[config.mk]
export PLATFORM = sky130hd
export DESIGN_NAME = refcounted_binding_unit_table
export DESIGN_NICKNAME = d
export VERILOG_FILES = /design/src/sv/rbut_pkg.sv /design/src/sv/rbut_mem.sv /design/src/sv/rbut_match.sv /design/src/sv/refcounted_binding_unit_table.sv
export SDC_FILE = /design/constraint.sdc
export NUM_CORES = 2
export LEC_CHECK = 0
export BUFFER_PORTS_ARGS = -buffer_cell sky130_fd_sc_hd__buf_2
export CAP_MARGIN = 40
export CORE_MARGIN = 1.5
export CORE_UTILIZATION = 60
export DETAILED_ROUTE_END_ITERATION = 7
export GPL_TIMING_DRIVEN = 0
export PLACE_DENSITY_LB_ADDON = 0.05
export SYNTH_ARGS = -nofsm -noshare
export SYNTH_HDL_FRONTEND = slang
export SYNTH_HIERARCHICAL = 1
export SYNTH_SLANG_ARGS = --single-unit
[constraint.sdc]
create_clock -name clk -period 12.9 [get_ports clk]
set_input_delay 1.935 -clock clk [delete_from_list [all_inputs] [get_ports clk]]
set_output_delay 1.935 -clock clk [all_outputs]
set_load 0.005 [all_outputs]
[src/sv/rbut_pkg.sv]
// ----------------------------------------------------------------------------
// rbut_pkg
// Shared types and constants for the reference-counted binding unit table.
// ----------------------------------------------------------------------------
package rbut_pkg;

  localparam logic [1:0] ACT_ACQUIRE = 2'd0;
  localparam logic [1:0] ACT_GET     = 2'd1;
  localparam logic [1:0] ACT_RELEASE = 2'd2;
  localparam logic [1:0] ACT_QUERY   = 2'd3;

  localparam int unsigned LINK_W = 16;
  localparam logic [LINK_W-1:0] LINK_MAX = 16'hFFFF;
  localparam logic signed [8:0] RESULT_NONE = -9'sd1;

  typedef struct packed {
    logic        [31:0]       prog_handle;
    logic signed [31:0]       bind_index;
    logic        [LINK_W-1:0] links;
  } entry_t;

  typedef struct packed {
    logic              hit;
    logic              zero;
    logic [LINK_W-1:0] links_inc;
    logic [LINK_W-1:0] links_dec;
  } match_t;

endpackage

[src/sv/rbut_mem.sv]
// ----------------------------------------------------------------------------
// rbut_mem
// Entry store: one write port and one read port, registered read data.
// ----------------------------------------------------------------------------
module rbut_mem #(
  parameter int unsigned DEPTH = 16,
  parameter int unsigned AW    = 4
) (
  input  logic             clk,
  input  logic             wr_en,
  input  logic [AW-1:0]    wr_addr,
  input  rbut_pkg::entry_t wr_data,
  input  logic             rd_en,
  input  logic [AW-1:0]    rd_addr,
  output rbut_pkg::entry_t rd_data
);
  import rbut_pkg::*;

  entry_t mem [DEPTH];

  always_ff @(posedge clk) begin
    if (wr_en) begin
      mem[wr_addr] <= wr_data;
    end
  end

  always_ff @(posedge clk) begin
    if (rd_en) begin
      rd_data <= mem[rd_addr];
    end
  end

endmodule

[src/sv/rbut_match.sv]
// ----------------------------------------------------------------------------
// rbut_match
// Evaluates one entry read from the store: key compare, free check and the
// saturating link count update.
// ----------------------------------------------------------------------------
module rbut_match (
  input  rbut_pkg::entry_t    entry,
  input  logic [31:0]         key_prog,
  input  logic signed [31:0]  key_idx,
  output rbut_pkg::match_t    result
);
  import rbut_pkg::*;

  always_comb begin
    result.hit       = (entry.prog_handle == key_prog) && (entry.bind_index == key_idx);
    result.zero      = (entry.links == '0);
    result.links_inc = (entry.links == LINK_MAX) ? LINK_MAX : entry.links + LINK_W'(1);
    result.links_dec = (entry.links == '0) ? '0 : entry.links - LINK_W'(1);
  end

endmodule

[src/sv/refcounted_binding_unit_table.sv]
// ----------------------------------------------------------------------------
// refcounted_binding_unit_table
// Table of binding units keyed by program handle and binding index, each with
// a saturating link count. Acquire, get, release and query, one at a time.
//
//   Channel  Handshake          Payload
//   in       in_valid/in_stall  action, program_handle, binding_index,
//                               unit_number
//   out      out_valid/out_stall unit_result, link_count_out, program_out,
//                               index_out, query_valid, table_full
//
// Acquire and get walk the used entries through the single read port of the
// entry store, one entry per cycle, and stop early when a key matches.
// Release and query read the named unit, then evaluate and write back.
// Reset clears the fill count and the handshake state; the store needs no
// clearing pass. A stalled result holds the block before its write back.
// ----------------------------------------------------------------------------
module refcounted_binding_unit_table #(
  parameter int unsigned UNITS = 16
) (
  input  logic               clk,
  input  logic               rst,
  input  logic               in_valid,
  output logic               in_stall,
  input  logic [1:0]         action,
  input  logic [31:0]        program_handle,
  input  logic signed [31:0] binding_index,
  input  logic [7:0]         unit_number,
  output logic               out_valid,
  input  logic               out_stall,
  output logic signed [8:0]  unit_result,
  output logic [15:0]        link_count_out,
  output logic [31:0]        program_out,
  output logic signed [31:0] index_out,
  output logic               query_valid,
  output logic               table_full
);
  import rbut_pkg::*;

  localparam int unsigned IW = (UNITS > 1) ? $clog2(UNITS) : 1;
  localparam int unsigned CW = $clog2(UNITS + 1);

  typedef enum logic [1:0] {S_IDLE, S_SCAN, S_DECIDE, S_UNIT} state_t;

  state_t              state, state_next;
  logic [CW-1:0]       used_entries, used_next;
  logic [1:0]          act;
  logic [31:0]         key_prog;
  logic signed [31:0]  key_idx;
  logic [7:0]          unit_q;
  logic [IW-1:0]       chk_idx, chk_next;
  logic                zero_found, zero_found_next;
  logic [IW-1:0]       zero_idx, zero_idx_next;

  logic                rd_en, wr_en;
  logic [IW-1:0]       rd_addr, wr_addr;
  entry_t              rd_data, wr_data;
  match_t              m;

  logic                in_accept, can_emit, last, in_range, emit;
  logic signed [8:0]   res_unit;
  logic [15:0]         res_links;
  logic [31:0]         res_prog;
  logic signed [31:0]  res_idx;
  logic                res_valid, res_full;

  rbut_mem #(.DEPTH(UNITS), .AW(IW)) u_mem (
    .clk     (clk),
    .wr_en   (wr_en),
    .wr_addr (wr_addr),
    .wr_data (wr_data),
    .rd_en   (rd_en),
    .rd_addr (rd_addr),
    .rd_data (rd_data)
  );

  rbut_match u_match (
    .entry    (rd_data),
    .key_prog (key_prog),
    .key_idx  (key_idx),
    .result   (m)
  );

  assign in_stall  = (state != S_IDLE);
  assign in_accept = in_valid && !in_stall;
  assign can_emit  = !out_valid || !out_stall;
  assign last      = ((CW'(chk_idx) + CW'(1)) == used_entries);
  assign in_range  = ({1'b0, unit_q} < 9'(used_entries));

  always_comb begin
    state_next      = state;
    used_next       = used_entries;
    chk_next        = chk_idx;
    zero_found_next = zero_found;
    zero_idx_next   = zero_idx;
    rd_en           = 1'b0;
    rd_addr         = chk_idx + IW'(1);
    wr_en           = 1'b0;
    wr_addr         = chk_idx;
    wr_data         = rd_data;
    emit            = 1'b0;
    res_unit        = RESULT_NONE;
    res_links       = '0;
    res_prog        = '0;
    res_idx         = '0;
    res_valid       = 1'b0;
    res_full        = 1'b0;

    unique case (state)
      S_IDLE: begin
        if (in_accept) begin
          rd_en           = 1'b1;
          chk_next        = '0;
          zero_found_next = 1'b0;
          if (action == ACT_RELEASE || action == ACT_QUERY) begin
            rd_addr    = unit_number[IW-1:0];
            state_next = S_UNIT;
          end else begin
            rd_addr    = '0;
            state_next = (used_entries == '0) ? S_DECIDE : S_SCAN;
          end
        end
      end

      S_SCAN: begin
        if (m.hit) begin
          // A matching key wins even when its count has dropped to zero.
          if (can_emit) begin
            emit       = 1'b1;
            res_unit   = 9'(chk_idx);
            state_next = S_IDLE;
            if (act == ACT_ACQUIRE) begin
              res_links     = m.links_inc;
              wr_en         = 1'b1;
              wr_data.links = m.links_inc;
            end else begin
              res_links = rd_data.links;
            end
          end
        end else begin
          if (m.zero && !zero_found) begin
            zero_found_next = 1'b1;
            zero_idx_next   = chk_idx;
          end
          if (last) begin
            state_next = S_DECIDE;
          end else begin
            rd_en    = 1'b1;
            chk_next = chk_idx + IW'(1);
          end
        end
      end

      S_DECIDE: begin
        if (can_emit) begin
          emit       = 1'b1;
          state_next = S_IDLE;
          if (act == ACT_ACQUIRE) begin
            wr_data.prog_handle = key_prog;
            wr_data.bind_index  = key_idx;
            wr_data.links       = LINK_W'(1);
            if (zero_found) begin
              wr_en     = 1'b1;
              wr_addr   = zero_idx;
              res_unit  = 9'(zero_idx);
              res_links = LINK_W'(1);
            end else if (used_entries < CW'(UNITS)) begin
              wr_en     = 1'b1;
              wr_addr   = used_entries[IW-1:0];
              used_next = used_entries + CW'(1);
              res_unit  = 9'(used_entries);
              res_links = LINK_W'(1);
            end else begin
              res_full = 1'b1;
            end
          end
        end
      end

      S_UNIT: begin
        if (can_emit) begin
          emit       = 1'b1;
          state_next = S_IDLE;
          if (in_range) begin
            res_unit = 9'(unit_q);
            if (act == ACT_RELEASE) begin
              res_links     = m.links_dec;
              wr_en         = !m.zero;
              wr_addr       = unit_q[IW-1:0];
              wr_data.links = m.links_dec;
            end else if (!m.zero) begin
              res_links = rd_data.links;
              res_prog  = rd_data.prog_handle;
              res_idx   = rd_data.bind_index;
              res_valid = 1'b1;
            end
          end
        end
      end
    endcase
  end

  always_ff @(posedge clk) begin
    if (rst) begin
      state        <= S_IDLE;
      used_entries <= '0;
      out_valid    <= 1'b0;
      zero_found   <= 1'b0;
    end else begin
      state        <= state_next;
      used_entries <= used_next;
      zero_found   <= zero_found_next;
      if (emit) begin
        out_valid <= 1'b1;
      end else if (!out_stall) begin
        out_valid <= 1'b0;
      end
    end
    chk_idx  <= chk_next;
    zero_idx <= zero_idx_next;
    if (in_accept) begin
      act      <= action;
      key_prog <= program_handle;
      key_idx  <= binding_index;
      unit_q   <= unit_number;
    end
    if (emit) begin
      unit_result    <= res_unit;
      link_count_out <= res_links;
      program_out    <= res_prog;
      index_out      <= res_idx;
      query_valid    <= res_valid;
      table_full     <= res_full;
    end
  end

  // The fill count never passes the table size.
  a_used_bound: assert property (@(posedge clk) disable iff (rst)
    used_entries <= CW'(UNITS))
    else $error("used_entries exceeds the table size");

  // The fill count only ever grows by one entry per transfer.
  a_used_step: assert property (@(posedge clk) disable iff (rst)
    (!$past(rst) && used_entries != $past(used_entries)) |->
      (used_entries == $past(used_entries) + CW'(1)))
    else $error("used_entries changed by other than one");

  // A full table reports no unit; a valid query always names a unit.
  a_result_flags: assert property (@(posedge clk) disable iff (rst)
    out_valid |-> (!table_full || unit_result == RESULT_NONE) &&
                  (!query_valid || unit_result != RESULT_NONE))
    else $error("result flags disagree with unit_result");

  // The store is written only while an item is being worked on.
  a_write_busy: assert property (@(posedge clk) disable iff (rst)
    wr_en |-> (state != S_IDLE))
    else $error("entry store written while idle");

endmodule

==> summary.md <==
| Metric | Value |
|---|---|
| Outcome | finished, final reports clean |
| Largest net degree at the start of global routing | 50 |
| TritonCTS clock tree | yes |
| # hold bufs at CTS | 0 |
| Core area | 0.0999 mm² |
| Final Slew Violations | 0 |
| Met2 wire length | 79600 µm |
| Pwr Density | 175 mW/mm² |
| Yosys warns | 6 |
| 1st-iter DRT viols | 4282 |
| Pleak | 23.2 nW |
| Routed wire per std cell | 32.8 µm |
| Setup tns final | 0 ps |
| Worst-Skew Late Latency | 760 ps |
| RSZ-0062 raised after global routing | no |
| Number of vias per cell | 6.54 |
| Sequential area share after synthesis | 0.766 |
| Aggregate global routing overflow | 0 |
| Total Wirelength | 162000 µm |
| Die X | 320 µm |
| WS Path Type | flip-flop to flip-flop |
| GP Congestion | 0.860 |
| Crit Path Max Fanout | 9 |
| Clock Skews | 27.1 ps |
| Hold Path Class | flip-flop to flip-flop |
| Post-route cell area | 0.0702 mm² |
| Post-CTS Setup Repair Bufs | 0 |
| Area delta synth->final | 16.4% |
| Avg Inst Size Synth | 19.8 µm² |
| DIE AREA | 0.102 mm² |
| DRC viols | 0 |
| Critical path data arrival time | 7220 ps |
| Uppermost layer routed | met5 |
| Multi-input gate area | 0.0133 mm² |
| Post-synth EDFFs | 1533 |
| Max cap viols | 0 |
| Ys flop type | edfxtp_1 |
| Synth cell types | 64 |
| GR Util All Layers | 0.324 |
| Worst Setup End Kind | flip-flop |
| Clock slew at reported path FFs | 60 ps |
| Slew HR | 0.348 |
| CP cell instances | xor2_1 -> buf_4 -> nor4_1 -> buf_2 -> nand4_1 -> nor4_2 -> buf_4 -> a21bo_2 -> nor2_1 -> a22oi_1 -> o31ai_1 -> nand3_1 -> nor3_2 -> buf_4 -> buf_6 -> buf_6 -> buf_4 -> buf_4 |
| Input/output buffers | 169 |
| Site Rows | 116 |
| Post-route ant nets | 0 |
| Final Setup Violations | 0 |
| Slowest stage delay, CP | 740 ps |
| Final WS setup | 6120 ps |
| Synthesized cell area | 0.0603 mm² |
| Fillers | 6194 |
| WHS | 461 ps |
| Root buffer cell | clkbuf_16 |
| First-pass DRT Iterations | 7 |
| Post_cts resized | 0 |
| Final min period | 6780 ps |
| # clock sinks | 1542 |
| Critical path's most frequent cell | buf_4 |
| Die height | 320 µm |
| Sequential Area | 0.0462 mm² |
| Via count | 32400 |
| Pre-CTS setup slack | 6180 ps |
| First-pass GRT wire length | 233000 µm |
| Final hold viol count | 0 |
| Met1 wire length | 61600 µm |
| Synthesized Nets | 3133 |
| Actual slew at the worst max-slew pin | 969 ps |
| Initial Util | 0.604 |
| IO Count | 171 |
| Fraction of layout cells with a size suffix above 1 | 0.267 |
| Req. time, crit path | 13340 ps |
| Fin nets | 3625 |
| Gate Count Post-Synth | 3046 |
| Slowest-stage cell, CP | nor3_2 |
| Peak supply drop | 0.134 mV |
| Period utilisation layout | 0.526 |
| CTS H-tree depth | 4 |
| Metal3 WL | 16000 µm |
| Antenna violations before repair | 8 |
| Flops & latches, synth | 1542 |
| Post-DP HPWL | 108000 µm |
| Clock buffer count from CTS | 154 |
| Clock buffer depth | 3 |
| CP Launch Type | flip-flop |
| Asr flop ratio synth | 0 |
| Placed inst area | 0.0655 mm² |
| Vias in the first global route | 32757 |
| Max frequency | 147 MHz |
-- routing by layer --
metal | track usage | up-vias
li1 | - | 13385
met1 | 0.450 | 16934
met2 | 0.523 | 1817
met3 | 0.0680 | 254
met4 | 0.106 | 10
met5 | 0 | -
-- cells by family (layout without fill, tap and decap cells) --
logic type | count (synthesis) | count (layout) | synth area share
flops | 1542 | 1542 | 0.766
simple gates | 585 | 585 | 0.0445
mux | 347 | 347 | 0.124
compound gates | 297 | 297 | 0.0354
buf+inv | 178 | 785 | 0.0147
xor+xnor | 88 | 88 | 0.0128
fa+ha+maj | 9 | 9 | 0.00187
other cells | 0 | 1 | 0
-- synth_stat cells (20+ instances only) --
master,number,area share
buf_6,20,0.0037
mux4_2,320,0.12
xor2_1,71,0.010
clkbuf_1,70,0.0044
nor2_1,49,0.0031
a21oi_1,29,0.0024
buf_2,31,0.0026
buf_1,34,0.0021
nand2_1,350,0.022
o211ai_1,24,0.0030
edfxtp_1,1533,0.76
a22oi_1,176,0.022
nor4_1,22,0.0023
o21ai_0,32,0.0027
nor3_1,20,0.0017
and2_1,66,0.0068
-- layout by cell type (no fill, tap or decap), drive strengths merged, types with 5 or more instances in the layout --
| master | Yosys | layout |
|---|---|---|
| a21oi | 30 | 30 |
| a22oi | 176 | 176 |
| a311o | 5 | 5 |
| a31oi | 6 | 6 |
| and2 | 66 | 66 |
| buf | 92 | 427 |
| bufinv | 0 | 7 |
| clkbuf | 71 | 273 |
| clkinv | 0 | 55 |
| dfxtp | 9 | 9 |
| edfxtp | 1533 | 1533 |
| ha | 9 | 9 |
| inv | 15 | 22 |
| mux2 | 18 | 18 |
| mux2i | 9 | 9 |
| mux4 | 320 | 320 |
| nand2 | 350 | 350 |
| nand2b | 11 | 11 |
| nand3 | 19 | 19 |
| nand4 | 9 | 9 |
| nor2 | 50 | 50 |
| nor2b | 8 | 8 |
| nor3 | 22 | 22 |
| nor4 | 24 | 24 |
| o211ai | 25 | 25 |
| o21ai | 33 | 33 |
| o31ai | 5 | 5 |
| or3 | 7 | 7 |
| xnor2 | 17 | 17 |
| xor2 | 71 | 71 |
-- critical path, delay by kind of cell (launching register included) --
family / cells / cell delay, ps
AOI/OAI and AO/OA: 3 / 660
DFF: 1 / 440
buffers and inverters: 8 / 1840
xor gates and xnor gates: 1 / 200
and+or+nand+nor: 6 / 3280
-- report_power, final --
| group | internal [mW] | switching, mW | leakage [nW] |
|---|---|---|---|
| Clock | 2.41 | 1.83 | 2.31 |
| Combinational | 0.665 | 1.23 | 6.90 |
| Sequential | 5.99 | 0.136 | 14.0 |
| Total | 9.06 | 3.19 | 23.2 |
-- final cells by class --
cell class,instances,share of cell area
Sequential cell,1542,0.659
Multi-Input combinational cell,1326,0.190
Clock buffer,202,0.0591
Timing Repair Buffer,336,0.0484
Tap cell,1298,0.0231
Buffer,163,0.0118
Clock inverter,69,0.00806
Inverter,15,0.000838
Antenna cell,1,0.0000357
-- final timing paths --
check,slack [ps],cells after the start,end,startpoint
worst min-delay path,460,0,zero_idx[2],chk_idx[2]
worst max-delay path,6120,18,u_mem/mem[12][30],key_prog[28]
worst min register to register,460,0,zero_idx[2],chk_idx[2]
worst max register to register,6120,18,u_mem/mem[12][30],key_prog[28]
-- metrics by stage --
stage                     cells  power [mW]   util
final                      4952        12.2  0.703
after global routing       4951        12.6  0.703
after CTS                  4950        12.3  0.703
after detailed placement   4679        8.10  0.655
after global placement     4513        7.98  0.629
after floorplan            3046        7.31      -
-- state kept, by name, indices dropped and copies added (netlist names), 4 cells and up --
name / flops
index_out: 32
zero_idx: 4
key_prog: 32
u_mem/mem: 1280
chk_idx: 4
unit_result: 9
link_count_out: 16
key_idx: 32
used_entries: 5
u_mem/rd_data: 80
program_out: 32
unit_q: 8
Note: power is estimated with default switching activity, not from simulation.
